File: src/hw/rtl/alb_pkg.sv
// Package for the ambient light backlight smoother.
// Holds constants, command and state codes, and divider control types.
// No dependencies.
package alb_pkg;

    localparam int FRAC_BITS_DEF = 16;

    localparam int LUX_HIGH  = 800;
    localparam int LUX_LOW   = 10;
    localparam int LUX_SPAN  = 790;
    localparam int LEVEL_DIV = 10;

    // (lux - low) * |max - min| fits PROD_W bits; the LUX_SPAN reciprocal is exact below that
    localparam int PROD_W     = 18;
    localparam int SPAN_SHIFT = 28;
    localparam int SPAN_RECIP = (1 << SPAN_SHIFT) / LUX_SPAN + 1;
    localparam int RECIP_W    = 19;

    localparam logic [1:0] REG_SENSOR_PRESENT = 2'd0;
    localparam logic [1:0] REG_MIN_BRIGHTNESS = 2'd1;
    localparam logic [1:0] REG_MAX_BRIGHTNESS = 2'd2;

    typedef enum logic [1:0] {
        CMD_SAMPLE   = 2'd0,
        CMD_OVERRIDE = 2'd1,
        CMD_SLEEP    = 2'd2,
        CMD_WAKE     = 2'd3
    } cmd_t;

    typedef enum logic [2:0] {
        ST_IDLE,
        ST_EXEC,
        ST_DIV1,
        ST_LVL,
        ST_DIV2,
        ST_FRAC,
        ST_DIV3,
        ST_OUT
    } state_t;

    typedef struct packed {
        logic start;
        logic span;
    } div_ctrl_t;

    typedef struct packed {
        logic done;
    } div_stat_t;

endpackage

File: src/hw/rtl/alb_div.sv
// Reciprocal multiply unit: quotient by LUX_SPAN or by LEVEL_DIV, one pass each.
// Operand registered at start, product taken the next cycle, done pulses in the cycle after that.
// Depends on alb_pkg.
module alb_div import alb_pkg::*; #(
    parameter int NUM_W = (FRAC_BITS_DEF + 5 > PROD_W) ? FRAC_BITS_DEF + 5 : PROD_W
) (
    input  logic             aclk,
    input  logic             aresetn,
    input  div_ctrl_t        ctrl,
    input  logic [NUM_W-1:0] dividend,
    output div_stat_t        stat,
    output logic [NUM_W-1:0] quotient
);

    localparam int MUL_W     = (NUM_W > RECIP_W) ? NUM_W : RECIP_W;
    localparam int FULL_W    = NUM_W + MUL_W;
    localparam int TEN_SHIFT = NUM_W + 3;
    localparam logic [MUL_W-1:0] TEN_RECIP = MUL_W'((64'd1 << TEN_SHIFT) / LEVEL_DIV + 1);
    localparam logic [MUL_W-1:0] SPAN_MULT = MUL_W'(SPAN_RECIP);

    logic [NUM_W-1:0]  num_reg, num_next;
    logic              span_reg, span_next;
    logic              busy_reg, busy_next;
    logic              done_reg, done_next;
    logic [NUM_W-1:0]  quo_reg, quo_next;
    logic [MUL_W-1:0]  recip;
    logic [FULL_W-1:0] full;

    assign recip = span_reg ? SPAN_MULT : TEN_RECIP;
    assign full  = FULL_W'(num_reg) * FULL_W'(recip);

    always_comb begin
        num_next  = num_reg;
        span_next = span_reg;
        quo_next  = quo_reg;
        busy_next = 1'b0;
        done_next = 1'b0;
        if (ctrl.start) begin
            num_next  = dividend;
            span_next = ctrl.span;
            busy_next = 1'b1;
        end else if (busy_reg) begin
            quo_next  = span_reg ? NUM_W'(full >> SPAN_SHIFT) : NUM_W'(full >> TEN_SHIFT);
            done_next = 1'b1;
        end
    end

    always_ff @(posedge aclk) begin
        if (!aresetn) begin
            busy_reg <= 1'b0;
            done_reg <= 1'b0;
        end else begin
            busy_reg <= busy_next;
            done_reg <= done_next;
        end
        num_reg  <= num_next;
        span_reg <= span_next;
        quo_reg  <= quo_next;
    end

    assign stat.done = done_reg;
    assign quotient  = quo_reg;

endmodule

File: src/hw/rtl/ambient_light_backlight_smoother.sv
// Ambient light backlight smoother, top level; depends on alb_pkg and alb_div.
// From an input beat, override, sleep and wake pass through EXEC to OUT; a clamped sample
// goes through EXEC, LVL, DIV2, FRAC, DIV3 and OUT, a linear-range sample also through DIV1.
// Every sensor sample uses the shared reciprocal unit. One command at a time: a sample without
// sensor goes back to idle and gives no beat; a stalled result holds the block.
// Synchronous active-low reset: level and saved level 0, sensor absent, min 10, max 255.
module ambient_light_backlight_smoother import alb_pkg::*; #(
    parameter int FRAC_BITS = FRAC_BITS_DEF
) (
    input  logic        aclk,
    input  logic        aresetn,
    input  logic        s_tvalid,
    output logic        s_tready,
    input  logic [31:0] s_tdata,   // lux [15:0], override_value [31:16]
    input  logic [1:0]  s_tuser,   // cmd [1:0]
    output logic        m_tvalid,
    input  logic        m_tready,
    output logic [7:0]  m_tdata,   // duty [7:0]
    input  logic        cfg_valid,
    output logic        cfg_ready,
    input  logic [1:0]  cfg_index,
    input  logic [7:0]  cfg_data
);

    localparam int LEVEL_W = FRAC_BITS + 8;
    localparam int LOW_W   = FRAC_BITS + 5;
    localparam int NUM_W   = (LOW_W > PROD_W) ? LOW_W : PROD_W;

    state_t state_reg, state_next;
    cmd_t   cmd_reg;
    logic [15:0]        lux_reg;
    logic [15:0]        ov_reg;
    logic               sensor_reg;
    logic [7:0]         min_reg, max_reg;
    logic [LEVEL_W-1:0] level_reg, level_next;
    logic [LEVEL_W-1:0] saved_reg, saved_next;
    logic [7:0]         tgt_reg, tgt_next;
    logic               neg_reg, neg_next;
    logic               zero_reg, zero_next;
    logic [7:0]         quo_hi_reg, quo_hi_next;
    logic [3:0]         rem_hi_reg, rem_hi_next;
    logic               m_valid_reg, m_valid_next;
    logic [7:0]         m_duty_reg, m_duty_next;

    div_ctrl_t          div_ctrl;
    div_stat_t          div_stat;
    logic [NUM_W-1:0]   div_dividend;
    logic [NUM_W-1:0]   div_quotient;

    logic [8:0]         span_diff;
    logic [7:0]         span_mag;
    logic [15:0]        lux_off;
    logic [PROD_W-1:0]  prod;
    logic [9:0]         tgt_sum;
    logic [7:0]         ov_sat;
    logic [11:0]        lvl_acc;
    logic [11:0]        lvl_back;
    logic [11:0]        lvl_rem;
    logic [LOW_W-1:0]   low_sum;
    logic               out_free;

    assign s_tready  = (state_reg == ST_IDLE);
    assign cfg_ready = 1'b1;
    assign out_free  = !m_valid_reg || m_tready;

    assign span_diff = {1'b0, max_reg} - {1'b0, min_reg};
    assign span_mag  = span_diff[8] ? 8'(-span_diff) : span_diff[7:0];
    assign lux_off   = lux_reg - 16'(LUX_LOW);
    assign prod      = PROD_W'(lux_off[9:0]) * PROD_W'(span_mag);

    assign tgt_sum = neg_reg ? ({2'b00, min_reg} - {2'b00, div_quotient[7:0]})
                             : ({2'b00, min_reg} + {2'b00, div_quotient[7:0]});

    // split 9 * level + target into whole and fraction parts
    assign lvl_acc  = 12'({level_reg[LEVEL_W-1:FRAC_BITS], 3'b000})
                    + 12'(level_reg[LEVEL_W-1:FRAC_BITS]) + 12'(tgt_reg);
    assign lvl_back = 12'({div_quotient[7:0], 3'b000}) + 12'({div_quotient[7:0], 1'b0});
    assign lvl_rem  = lvl_acc - lvl_back;
    assign low_sum  = {1'b0, rem_hi_reg, {FRAC_BITS{1'b0}}}
                    + LOW_W'({level_reg[FRAC_BITS-1:0], 3'b000})
                    + LOW_W'(level_reg[FRAC_BITS-1:0]);

    always_comb begin
        if (ov_reg[15]) begin
            ov_sat = 8'd0;
        end else if (ov_reg[14:8] != '0) begin
            ov_sat = 8'd255;
        end else begin
            ov_sat = ov_reg[7:0];
        end
    end

    always_comb begin
        state_next = state_reg;
        case (state_reg)
            ST_IDLE: begin
                if (s_tvalid) begin
                    state_next = ST_EXEC;
                end
            end
            ST_EXEC: begin
                if (cmd_reg == CMD_SAMPLE) begin
                    if (!sensor_reg) begin
                        state_next = ST_IDLE;
                    end else if (lux_reg > 16'(LUX_HIGH) || lux_reg < 16'(LUX_LOW)) begin
                        state_next = ST_LVL;
                    end else begin
                        state_next = ST_DIV1;
                    end
                end else begin
                    state_next = ST_OUT;
                end
            end
            ST_DIV1: begin
                if (div_stat.done) begin
                    state_next = ST_LVL;
                end
            end
            ST_LVL: state_next = ST_DIV2;
            ST_DIV2: begin
                if (div_stat.done) begin
                    state_next = ST_FRAC;
                end
            end
            ST_FRAC: state_next = ST_DIV3;
            ST_DIV3: begin
                if (div_stat.done) begin
                    state_next = ST_OUT;
                end
            end
            ST_OUT: begin
                if (out_free) begin
                    state_next = ST_IDLE;
                end
            end
            default: state_next = ST_IDLE;
        endcase
    end

    always_comb begin
        level_next     = level_reg;
        saved_next     = saved_reg;
        tgt_next       = tgt_reg;
        neg_next       = neg_reg;
        zero_next      = zero_reg;
        quo_hi_next    = quo_hi_reg;
        rem_hi_next    = rem_hi_reg;
        m_valid_next   = m_valid_reg && !m_tready;
        m_duty_next    = m_duty_reg;
        div_ctrl.start = 1'b0;
        div_ctrl.span  = 1'b0;
        div_dividend   = NUM_W'(prod);
        case (state_reg)
            ST_EXEC: begin
                zero_next = 1'b0;
                case (cmd_reg)
                    CMD_SAMPLE: begin
                        neg_next = span_diff[8];
                        if (lux_reg > 16'(LUX_HIGH)) begin
                            tgt_next = max_reg;
                        end else if (lux_reg < 16'(LUX_LOW)) begin
                            tgt_next = min_reg;
                        end else begin
                            div_ctrl.start = sensor_reg;
                            div_ctrl.span  = 1'b1;
                        end
                    end
                    CMD_OVERRIDE: level_next = {ov_sat, {FRAC_BITS{1'b0}}};
                    CMD_SLEEP: begin
                        saved_next = level_reg;
                        zero_next  = 1'b1;
                    end
                    CMD_WAKE: level_next = saved_reg;
                    default: level_next = level_reg;
                endcase
            end
            ST_DIV1: begin
                if (div_stat.done) begin
                    if (tgt_sum[9]) begin
                        tgt_next = 8'd0;
                    end else if (tgt_sum[8]) begin
                        tgt_next = 8'd255;
                    end else begin
                        tgt_next = tgt_sum[7:0];
                    end
                end
            end
            ST_LVL: begin
                div_ctrl.start = 1'b1;
                div_dividend   = NUM_W'(lvl_acc);
            end
            ST_DIV2: begin
                if (div_stat.done) begin
                    quo_hi_next = div_quotient[7:0];
                    rem_hi_next = lvl_rem[3:0];
                end
            end
            ST_FRAC: begin
                div_ctrl.start = 1'b1;
                div_dividend   = NUM_W'(low_sum);
            end
            ST_DIV3: begin
                if (div_stat.done) begin
                    level_next = {quo_hi_reg, {FRAC_BITS{1'b0}}} + LEVEL_W'(div_quotient);
                end
            end
            ST_OUT: begin
                if (out_free) begin
                    m_valid_next = 1'b1;
                    m_duty_next  = zero_reg ? 8'd0 : level_reg[LEVEL_W-1:FRAC_BITS];
                end
            end
            default: m_duty_next = m_duty_reg;
        endcase
    end

    alb_div #(
        .NUM_W(NUM_W)
    ) u_div (
        .aclk     (aclk),
        .aresetn  (aresetn),
        .ctrl     (div_ctrl),
        .dividend (div_dividend),
        .stat     (div_stat),
        .quotient (div_quotient)
    );

    always_ff @(posedge aclk) begin
        if (!aresetn) begin
            state_reg   <= ST_IDLE;
            sensor_reg  <= 1'b0;
            min_reg     <= 8'd10;
            max_reg     <= 8'd255;
            level_reg   <= '0;
            saved_reg   <= '0;
            m_valid_reg <= 1'b0;
        end else begin
            state_reg   <= state_next;
            level_reg   <= level_next;
            saved_reg   <= saved_next;
            m_valid_reg <= m_valid_next;
            if (cfg_valid) begin
                case (cfg_index)
                    REG_SENSOR_PRESENT: sensor_reg <= cfg_data[0];
                    REG_MIN_BRIGHTNESS: min_reg    <= cfg_data;
                    REG_MAX_BRIGHTNESS: max_reg    <= cfg_data;
                    default: sensor_reg <= sensor_reg;
                endcase
            end
        end
        if (s_tvalid && s_tready) begin
            cmd_reg <= cmd_t'(s_tuser);
            lux_reg <= s_tdata[15:0];
            ov_reg  <= s_tdata[31:16];
        end
        tgt_reg    <= tgt_next;
        neg_reg    <= neg_next;
        zero_reg   <= zero_next;
        quo_hi_reg <= quo_hi_next;
        rem_hi_reg <= rem_hi_next;
        m_duty_reg <= m_duty_next;
    end

    assign m_tvalid = m_valid_reg;
    assign m_tdata  = m_duty_reg;

endmodule

File: config.mk
export PLATFORM = sky130hd
export DESIGN_NAME = ambient_light_backlight_smoother
export DESIGN_NICKNAME = d
export VERILOG_FILES = /design/src/hw/rtl/alb_pkg.sv /design/src/hw/rtl/alb_div.sv /design/src/hw/rtl/ambient_light_backlight_smoother.sv
export SDC_FILE = /design/constraint.sdc
export NUM_CORES = 1
export LEC_CHECK = 0
export BUFFER_PORTS_ARGS = -buffer_cell sky130_fd_sc_hd__buf_4
export CORE_ASPECT_RATIO = 1.2
export CORE_MARGIN = 2
export CORE_UTILIZATION = 65
export DETAILED_ROUTE_END_ITERATION = 8
export GPL_ROUTABILITY_DRIVEN = 0
export PLACE_DENSITY = 0.83
export SLEW_MARGIN = 10
export SYNTH_ARGS = -nofsm -noshare
export SYNTH_HDL_FRONTEND = slang
export SYNTH_SLANG_ARGS = --single-unit
File: constraint.sdc
create_clock -name aclk -period 8.35 [get_ports aclk]
set_input_delay 0 -clock aclk [delete_from_list [all_inputs] [get_ports aclk]]
set_output_delay 0 -clock aclk [all_outputs]
set_load 0.02 [all_outputs]
# Yosys cells after proc, flatten, opt, wreduce, memory -nomap -nowiden
# Cells that the tools add are included.
# word_totals
ff_bits	175
input_bits	49
out_inout_bits	11
elab_cells	123
# classes
add_sub_neg	12
mul	2
n_lt_le_gt_ge	2
eq_ne	20
muxes	35
bitwise_logic	4
n_reduce_logical	26
# op_table
cell	count
case mux 24 bit (2 select lines)	2
two-way mux 8 bit	9
multiplier 21 x 21 -> 42 bit	1
case mux 21 bit (2 select lines)	1
adder 24 x 18 -> 24 bit	1
two-way mux 24 bit	1
case mux 3 bit (8 select lines)	1
adder 20 x 19 -> 21 bit	1
adder 21 x 16 -> 21 bit	1
two-way mux 21 bit	1
multiplier 10 x 8 -> 18 bit	1
two-way mux 3 bit	6
subtractor 8 x 8 -> 9 bit	2
greater-than comparator 16 x 10 -> 1 bit (second input constant)	1
less-than comparator 16 x 4 -> 1 bit (second input constant)	1
case mux 8 bit (2 select lines)	1
AND reduction 2 bit	8
two-way mux 14 bit	1
adder 11 x 8 -> 12 bit	1
adder 12 x 8 -> 12 bit	1
equality test 3 bit (second input constant)	4
two-way mux 10 bit	1
subtractor 10 x 4 -> 10 bit (second input constant)	1
adder 8 x 8 -> 9 bit	1
other kinds (27)	52

# Depth between registers and ports, before layout
# Gate-level depths: netlist of the first run.
# depth
depth_word	7
depth_mapped	33
ltp_nobuf	33

# By module
# From an unflattened synthesis of the first run, not the netlist that was laid out.
# unflattened
cells_unflattened	2366
area_unflattened_um2	22681.8
# by_module_without_submodules
module	n_inst	cells_per_inst	area_per_inst_um2	seq_area_each_um2
alb_div	1	1096	11409.7	1241.2
ambient_light_backlight_smoother	1	1270	11272.1	3303.2

# Worst setup path after synthesis of the first run
# Ideal clock, no wire load.
# synth_timing
path_kind	flip-flop to flip-flop
startpoint	reg u_div.span_reg
endpoint	reg u_div.quo_reg[11] (netlist: u_div.quotient[11]) (data pin)
setup_time_ns	0.260
arrival_ns	6.541
required_ns	8.090
setup_slack_ns	1.549
path_stages_with_launch	25
path_buffers	2
synth_period_minus_slack_ns	6.801
cell_sequence	edfxtp_1 -> buf_6 -> inv_2 -> buf_1 -> nand2_1 -> fa_1 -> fa_1 -> fa_1 -> inv_1 -> fa_1 -> fa_1 -> inv_1 -> fa_1 -> inv_1 -> ha_1 -> ha_1 -> and3_1 -> a32oi_1 -> o21ai_2 -> nor2_4 -> o221ai_2 -> a221o_1 -> a21oi_2 -> xnor2_1 -> mux2_2
# synth_via
elab_chain_len	3
# synth_rtl
element	line_no	text
start, declared	alb_div.sv:22	logic span_reg, span_next;
start signal, assigned	alb_div.sv:57	span_reg <= span_next;
two-way mux 21 bit	alb_div.sv:29	assign recip = span_reg ? SPAN_MULT : TEN_RECIP;
multiplier 21 x 21 -> 42 bit	alb_div.sv:30	assign full = FULL_W'(num_reg) * FULL_W'(recip);
two-way mux 14 bit *	alb_div.sv:43	quo_next = span_reg ? NUM_W'(full >> SPAN_SHIFT) : NUM_W'(full >> TEN_SHIFT);
end signal, assigned	alb_div.sv:58	quo_reg <= quo_next;
end, declared	alb_div.sv:25	logic [NUM_W-1:0] quo_reg, quo_next;
# Every way passes the cells marked *; elsewhere a longest branch is shown, timed or not.
# A chain may end at the register's enable or synchronous reset.

# Worst setup path in the final report of the first run
# layout_timing
startpoint	reg min_reg[1]
endpoint	reg u_div.num_reg[17] (data pin)
# layout_via
elab_cells_between_ends	5
cone_classes	2 x add/sub; 1 x mul; 2 x mux
# layout_lines
element	line_no	text
start, declared	ambient_light_backlight_smoother.sv:34	logic [7:0] min_reg, max_reg;
start signal, assigned	ambient_light_backlight_smoother.sv:245	REG_MIN_BRIGHTNESS: min_reg <= cfg_data;
subtractor 8 x 8 -> 9 bit	ambient_light_backlight_smoother.sv:66	assign span_diff = {1'b0, max_reg} - {1'b0, min_reg};
named net span_diff[8]	ambient_light_backlight_smoother.sv:50	logic [8:0] span_diff;
two-way mux 8 bit	ambient_light_backlight_smoother.sv:67	assign span_mag = span_diff[8] ? 8'(-span_diff) : span_diff[7:0];
multiplier 10 x 8 -> 18 bit	ambient_light_backlight_smoother.sv:69	assign prod = PROD_W'(lux_off[9:0]) * PROD_W'(span_mag);
case mux 21 bit (2 select lines)	ambient_light_backlight_smoother.sv:153	case (state_reg)
named net div_dividend[17]	ambient_light_backlight_smoother.sv:47	logic [NUM_W-1:0] div_dividend;
end signal, assigned	alb_div.sv:56	num_reg <= num_next;
end, declared	alb_div.sv:21	logic [NUM_W-1:0] num_reg, num_next;
# The timed path passes the listed nets, and every way through them passes these cells.

==> summary.txt, run 1 <==
Setup path
  – CP most frequent cell: fa_1
  – Type of the worst setup path: flip-flop to flip-flop
  – Biggest cell delay along the critical path: 0.72 ns
  – Slowest cell on the critical path: xor2_1
  – Required time reported for the critical path endpoint: 8.53 ns
  – Element type at the critical path end: flip-flop
  – Highest fanout seen on the critical path: 10
  – Data arrival at the endpoint of the critical path: 7.92 ns
  – CP startpoint kind: flip-flop

Clocking
  – Clock transition at path regs: 0.07 ns
  – Sink count of the clock tree: 175
  – Total number of H-tree levels: 4
  – Post-CTS sizing: 0
  – CTS tree: done
  – Bufs on Longest Clock Path: 2
  – Cell at the root of the clock tree: clkbuf_16
  – Clock latency on the worst-skew pair: approximately 0.44 ns
  – Number of buffers created by CTS: 17
  – Hold buffer count at cts: 45
  – Post-CTS setup buffers: 0

STA
  – Transition at the pin with the smallest max-transition slack: around 1.2 ns
  – Final hold violation count: 0
  – Number of failing setup endpoints in the final timing report: 0
  – Final worst clock skew: approximately 0.011 ns
  – Fraction of the cycle the final worst path needs: 92.7%
  – Unrepaired setup endpoints after global routing: false
  – Post-Route Setup TNS: 0 ns
  – Achievable clock frequency: 129 MHz
  – Post-layout minimum cycle time: about 7.7 ns
  – Worst relative slew slack: 21.2%
  – Slew Viols, Final: 0

Detailed routing
  – Drc violations: 0
  – TritonRoute pass-1 iters: 5
  – Drt initial violations: about 1200
  – Final antenna-violating net count: 0
  – Via density: between 5 and 6
  – Total Routed Length: 52800 microns
  – Final routed wire length divided by cell count: ~20 microns
  – Via count of the routed design: 15700

Floorplan
  – X dimension of the die: 169 microns
  – Total Die Area: 0.0342 sq mm
  – Site Rows: 72
  – Die height: 202 microns
  – Floorplan Core Area: 0.0323 sq mm
  – Number of top-level pins: 60
  – Effective utilization at floorplan: around 66%

Placement
  – Estimated wirelength of the detail-placed design: 42600 microns
  – Port bufs: 58

Synth
  – Number of synthesized flops with an enable pin: ~100
  – Synthesized flop and latch total: about 180
  – Top post-synthesis cells by area: fa_1 30%, ha_1 16%, edfxtp_1 15%
  – FFs w/ async S/R, synth: 0%
  – Part of the Yosys area used for sequential elements: 21.3%
  – Cell type contributing the most total cell area after synthesis: fa_1
  – Main synth FF type: edfxtp_1
  – Yosys warning total: 0
  – Synth Area per Inst: 10.0 sq um
  – Number of unique standard cell types used by synthesis: 71
  – Fraction of synthesized cell area taken by the top area cell type: 29.6%
  – Post-synthesis cell area: 0.0213 sq mm
  – Gate count after technology mapping: 2121

Global routing
  – Via count of the first global-routing pass: 17100
  – Antenna violations before repair: 0
  – Tot GR Track Use: 32.7%
  – Global route overflow: 0
  – Wire length of the first global-routing pass: between 80000 and 90000 microns
  – Maximum number of pins on one net before global-route repair: 72

Worst hold path
  – Worst Hold Class: primary input to flip-flop

Final layout
  – Share of layout cells above drive strength 1: 5.91%
  – Ant diodes: 0
  – Layout-stage area growth over the synthesis result: 9.08%
  – Number of nets at the end of the flow: 2849

Flow run
  – Maxcap violations: 0

Outcome
  – Status: completed
[metal layers]
| layer | global-route usage [%] | share of wire [%] |
|---|---|---|
| met1 | 36.7 | 35 |
| met4 | 19.9 | 7.1 |
| met5 | 0 | 0 |
| met2 | 58.7 | 52 |
| met3 | 4.52 | 6.0 |
[cell families after synthesis]
family	Yosys count	synth area share (%)
AND/OR/NAND/NOR	475	10.2
buffers and inverters	472	8.38
multiplexers	24	1.16
other	2	0.0353
adder cells (fa/ha/maj)	581	45.2
XOR/XNOR	93	3.83
AO/OA/AOI/OAI	299	9.81
flip-flops	175	21.3
[layout make-up]
class | count | area, sq um
Multi-Input combinational cell | 1495 | 15100
Fill cell | 2197 | 9020
Sequential cell | 175 | 4540
Inverter | 420 | 1580
Timing Repair Buffer | 110 | 938
Tap cell | 407 | 509
Clock buffer | 17 | 425
Clock inverter | 15 | 173
[placed cells by master, fill, tap and decap left out, types with 7 or more instances in the layout]
master,count
nor2b_1,30
a21boi_0,32
o311ai_0,8
nand2_1,178
buf_4,65
o22ai_1,14
a21oi_1,63
ha_1,266
conb_1,23
o21bai_1,18
o211a_1,19
nor2_1,126
mux2i_1,19
xor2_1,42
clkbuf_16,17
o21ai_0,46
and3_1,7
a21o_1,28
fa_1,315
inv_1,419
o211ai_1,14
a221o_1,7
dfxtp_1,71
nand2b_1,17
xnor2_1,51
or2_2,13
edfxtp_1,104
and2_1,8
dlygate4sd3_1,45
nand3_1,49
nor3_1,13
[per-stage QoR]
step / util, % / hold slack [ns] / worst slack [ns] / std cells / area (sq um)
finish: 72.0 / 0.0547 / 0.612 / 2639 / 23200
global route: 72.0 / 0.0885 / 0.215 / 2639 / 23200
CTS: 72.0 / 0.0260 / 0.696 / 2639 / 23200
detailed placement: 68.8 / 0.179 / 0.724 / 2562 / 22200
global placement: 68.8 / 0.178 / 1.05 / 2562 / 22200
floorplan: - / 0.0989 / 1.55 / 2142 / 21400
[worst paths after layout]
check                                 start                           to  slack (ns)  cells after the start
setup reg to reg    min_reg[1]$_SDFFE_PN1P_  u_div.num_reg[17]$_DFFE_PP_        0.61                     28
hold / removal                      aresetn      min_reg[3]$_SDFFE_PN1P_        0.05                      2
hold reg to reg   saved_reg[9]$_SDFFE_PN0P_    saved_reg[9]$_SDFFE_PN0P_        0.47                      2
setup / recovery    min_reg[1]$_SDFFE_PN1P_  u_div.num_reg[17]$_DFFE_PP_        0.61                     28
[synthesized netlist by cell type (3+ instances only)]
master,number
a21oi_2,4
o311ai_0,8
edfxtp_1,104
inv_1,419
o211a_1,19
ha_1,266
a22oi_1,4
and3_1,7
or4_1,3
nor2b_1,30
fa_1,315
nand3b_1,4
nand2b_1,17
o21bai_1,18
a211oi_1,4
mux2_2,5
dfxtp_1,71
nand3_1,49
nor4_1,3
a21o_1,28
clkbuf_1,47
or3_1,3
a31oi_1,4
nand2_1,178
a32oi_1,3
a21oi_1,63
and2_1,8
o211ai_1,14
nor3b_1,7
nor3_1,13
nand4_1,6
mux2i_1,19
o22ai_1,14
o21ai_1,3
xnor2_1,51
or2_2,13
a21boi_0,32
xor2_1,42
nor2_1,126
a221o_1,7
o21a_1,4
o21ai_0,46
o31ai_1,4
[worst max-delay path, delay by kind of cell (launching register included)]
family | cells | cell delay, ns
AOI/OAI and AO/OA | 12 | 2.18
adders and majority gates | 6 | 2.88
buffers and inverters | 3 | 0.29
and+or+nand+nor | 5 | 0.83
xor gates and xnor gates | 2 | 0.90
DFF | 1 | 0.40
Power of run 1 is left out: the tool's default activity adds up to more than one toggle a clock period on the data nets, which glitch-free logic cannot reach.
==> inputs of run 2 (changes only) <==
--- a/config.mk
+++ b/config.mk
@@ -5,13 +5,15 @@
 export SDC_FILE = /design/constraint.sdc
 export NUM_CORES = 1
 export LEC_CHECK = 0
+export ABC_AREA = 1
 export BUFFER_PORTS_ARGS = -buffer_cell sky130_fd_sc_hd__buf_4
 export CORE_ASPECT_RATIO = 1.2
 export CORE_MARGIN = 2
-export CORE_UTILIZATION = 65
+export CORE_UTILIZATION = 50
 export DETAILED_ROUTE_END_ITERATION = 8
 export GPL_ROUTABILITY_DRIVEN = 0
-export PLACE_DENSITY = 0.83
+export HOLD_SLACK_MARGIN = 0.15
+export PLACE_DENSITY = 0.66
 export SLEW_MARGIN = 10
 export SYNTH_ARGS = -nofsm -noshare
 export SYNTH_HDL_FRONTEND = slang
==> summary.txt, run 2 <==
Final layout
  – Leading cell type in the layout, fill and taps excluded: inv_1
  – Leading cell types in the layout, fill and taps excluded: 553 x inv_1, 388 x nand2_1, 315 x fa_1
  – Layout-stage area growth over the synthesis result: 10.8%
  – Final non-filler cell area: 0.0249 sq mm (+7.2%)
  – Ant diodes: 0 (unchanged)
  – Share of layout cells above drive strength 1: 4.58% (-1.3 points)
  – Post-layout utilization of the core: 55.8% (-16 points)
  – Final-layout fill cell count: 4002 (+82%)
  – Number of nets at the end of the flow: 3371 (+18%)

Detailed routing
  – Drt initial violations: 1047 (-13%)
  – Via density: 5.49 (-7.6%)
  – Total Routed Length: 62100 microns (+17%)
  – TritonRoute pass-1 iters: 6 (+1)
  – Drc violations: 0 (unchanged)
  – Via count of the routed design: 18200 (+16%)
  – Final antenna-violating net count: 0 (unchanged)
  – Final routed wire length divided by cell count: 18.7 microns (-6.6%)

Synth
  – Fraction of synthesized cell area taken by the top area cell type: 28.0% (-1.6 points)
  – Yosys warning total: 0 (unchanged)
  – Part of the Yosys area used for sequential elements: 20.2% (-1.1 points)
  – Cell type contributing the most total cell area after synthesis: fa_1
  – Synth Area per Inst: 8.61 sq um (-14%)
  – Synthesized flop and latch total: 175 (unchanged)
  – Most repeated cell in the gate-level netlist after synthesis: inv_1
  – Top post-synthesis cells by area: fa_1 28%, ha_1 15%, edfxtp_1 14%
  – Post-synthesis cell area: 0.0225 sq mm (+5.6%)
  – Number of unique standard cell types used by synthesis: 53 (-25%)
  – Commonest cells in the synthesized netlist: 553 x inv_1, 388 x nand2_1, 315 x fa_1
  – Gate count after technology mapping: 2611 (+23%)
  – Number of synthesized flops with an enable pin: 104 (unchanged)
  – Main synth FF type: edfxtp_1
  – FFs w/ async S/R, synth: 0% (unchanged)

Setup path
  – Biggest cell delay along the critical path: 0.71 ns (about the same)
  – Slowest cell on the critical path: edfxtp_1
  – Startpoint of the worst register-to-register path: u_div.span_reg$_SDFFCE_PP0P_
  – Slack of the worst reg-to-reg path: 0.81 ns (+0.20 ns)
  – CP most frequent cell: fa_1
  – Highest fanout seen on the critical path: 23 (+13)
  – Element type at the critical path end: flip-flop
  – Capture point of the worst reg-to-reg path: u_div.quotient[5]$_DFFE_PP_
  – Data arrival at the endpoint of the critical path: 7.74 ns (-0.18 ns)
  – Required time reported for the critical path endpoint: 8.56 ns (+0.03 ns)
  – Type of the worst setup path: flip-flop to flip-flop
  – R2r worst-path depth: 25 (-11%)
  – CP startpoint kind: flip-flop

Clocking
  – Total number of H-tree levels: 4 (unchanged)
  – Cell at the root of the clock tree: clkbuf_16
  – Number of buffers created by CTS: 17 (unchanged)
  – Clock transition at path regs: 0.09 ns (+0.02 ns)
  – Clock latency on the worst-skew pair: 0.46 ns (+0.02 ns)
  – Sink count of the clock tree: 175 (unchanged)
  – CTS tree: done
  – Bufs on Longest Clock Path: 2 (unchanged)
  – Hold buffer count at cts: 66 (+47%)
  – Post-CTS sizing: 0 (unchanged)
  – Post-CTS setup buffers: 0 (unchanged)

Floorplan
  – Number of top-level pins: 60 (unchanged)
  – Floorplan Core Area: 0.0447 sq mm (+39%)
  – Die height: 236 microns (+17%)
  – Total Die Area: 0.0467 sq mm (+36%)
  – X dimension of the die: 198 microns (+17%)
  – Site Rows: 85 (+18%)
  – Effective utilization at floorplan: 50.3% (-16 points)

STA
  – Final hold violation count: 0 (unchanged)
  – Unrepaired setup endpoints after global routing: false
  – Post-layout minimum cycle time: 7.54 ns (-0.203 ns)
  – Fraction of the cycle the final worst path needs: 90.2% (-2.4 points)
  – Number of failing setup endpoints in the final timing report: 0 (unchanged)
  – Post-Route Setup TNS: 0 ns (unchanged)
  – Achievable clock frequency: 133 MHz (+2.7%)
  – Transition at the pin with the smallest max-transition slack: 0.977 ns (-0.205 ns)
  – Worst relative slew slack: 34.6% (+13 points)
  – Slack of the critical path: 0.815 ns (+0.203 ns)
  – Slew Viols, Final: 0 (unchanged)
  – Final worst clock skew: 0.0157 ns (+0.00423 ns)

Flow run
  – Maxcap violations: 0 (unchanged)

Worst hold path
  – Worst Min Path Start: s_tdata[16]
  – WHS Endpoint: ov_reg[0]$_DFFE_PP_
  – Worst Hold Class: primary input to flip-flop
  – Number of instances on the worst hold path: 2 (unchanged)

Placement
  – Port bufs: 58 (unchanged)
  – Total placed instance area: 0.0236 sq mm (+6.4%)
  – Estimated wirelength of the detail-placed design: 51700 microns (+21%)
  – Pre-CTS WS: 0.932 ns (+0.207 ns)

Global routing
  – Tot GR Track Use: 27.9% (-4.8 points)
  – Via count of the first global-routing pass: 19300 (+13%)
  – Maximum number of pins on one net before global-route repair: 53 (-26%)
  – Wire length of the first global-routing pass: 101000 microns (+16%)
  – Antenna violations before repair: 0 (unchanged)
  – Global route overflow: 0 (unchanged)

Outcome
  – Status: completed
==> run 2: changes by cell type in the layout (fill, tap and decap cells not counted), moves of 17 or more <==
cell	before	now
inv_1	419	553
a21oi_1	63	150
nand2_1	178	388
a21boi_0	32	7
dlygate4sd3_1	45	66
nor2_1	126	246
xor2_1	42	24
nand2b_1	17	0
nor2b_1	30	0
o21ai_0	46	146
o211a_1	19	0
nand3_1	49	111
mux2i_1	19	0
xnor2_1	51	12
==> run 2: final cells by class <==
| class | instances | area [sq um] | area share (%) |
|---|---|---|---|
| timing repair buffer | 131 | 1150 | 4.61 |
| sequential | 175 | 4540 | 18.2 |
| clock buffer | 17 | 425 | 1.71 |
| multi-input combinational | 1857 | 15800 | 63.3 |
| tap | 565 | 707 | 2.84 |
| inverter | 559 | 2100 | 8.42 |
| clock inverter | 15 | 226 | 0.909 |
==> run 2: how the worst max path moves through the flow <==
| stage | start | end | cells past startpoint |
|---|---|---|---|
| after floorplan | u_div.span_reg$_SDFFCE_PP0P_ | u_div.quotient[10]$_DFFE_PP_ | 24 |
| after global placement | u_div.span_reg$_SDFFCE_PP0P_ | u_div.quotient[12]$_DFFE_PP_ | 22 |
| after detailed placement | u_div.span_reg$_SDFFCE_PP0P_ | u_div.quotient[8]$_DFFE_PP_ | 22 |
| after CTS | u_div.span_reg$_SDFFCE_PP0P_ | u_div.quotient[11]$_DFFE_PP_ | 21 |
| after global routing | u_div.span_reg$_SDFFCE_PP0P_ | u_div.quotient[12]$_DFFE_PP_ | 22 |
| final | u_div.span_reg$_SDFFCE_PP0P_ | u_div.quotient[5]$_DFFE_PP_ | 25 |
==> run 2: critical path, delay by kind of cell, from the launching register on <==
family / cells / cell delay [ns]
fa+ha+maj: 8 / 3.97
buf+inv: 6 / 0.84
flops: 1 / 0.71
simple gates: 11 / 1.75
==> run 2: through the flow <==
stage	hold WS, ns	instances
2_1_floorplan	0.0989	2632
3_3_place_gp	0.179	3221
3_5_place_dp	0.179	3221
4_1_cts	0.220	3319
5_1_grt	0.242	3319
6_report	0.246	3319
==> run 2: per-layer routing <==
metal / track usage (%) / share of wire, % / routed length [microns] / vias up
met5: 0 / 0 / 0 / -
met4: 19.6 / 7.9 / 4900 / 0
met3: 2.75 / 4.4 / 2720 / 202
met2: 49.0 / 50 / 31200 / 611
met1: 31.9 / 37 / 23200 / 8830
li1: - / - / - / 8572
==> run 2: cells by family (layout without fill, tap and decap cells) <==
kind of cell | Yosys count | count (layout) | synth area share (%)
AOI/OAI and AO/OA | 396 | 396 | 10.0
adders and majority gates | 581 | 581 | 42.8
DFF | 175 | 175 | 20.2
xor gates and xnor gates | 41 | 41 | 1.76
other | 2 | 23 | 0.0334
and+or+nand+nor | 816 | 816 | 15.0
buffers and inverters | 600 | 722 | 10.1
Power of run 2 is left out for the same reason.
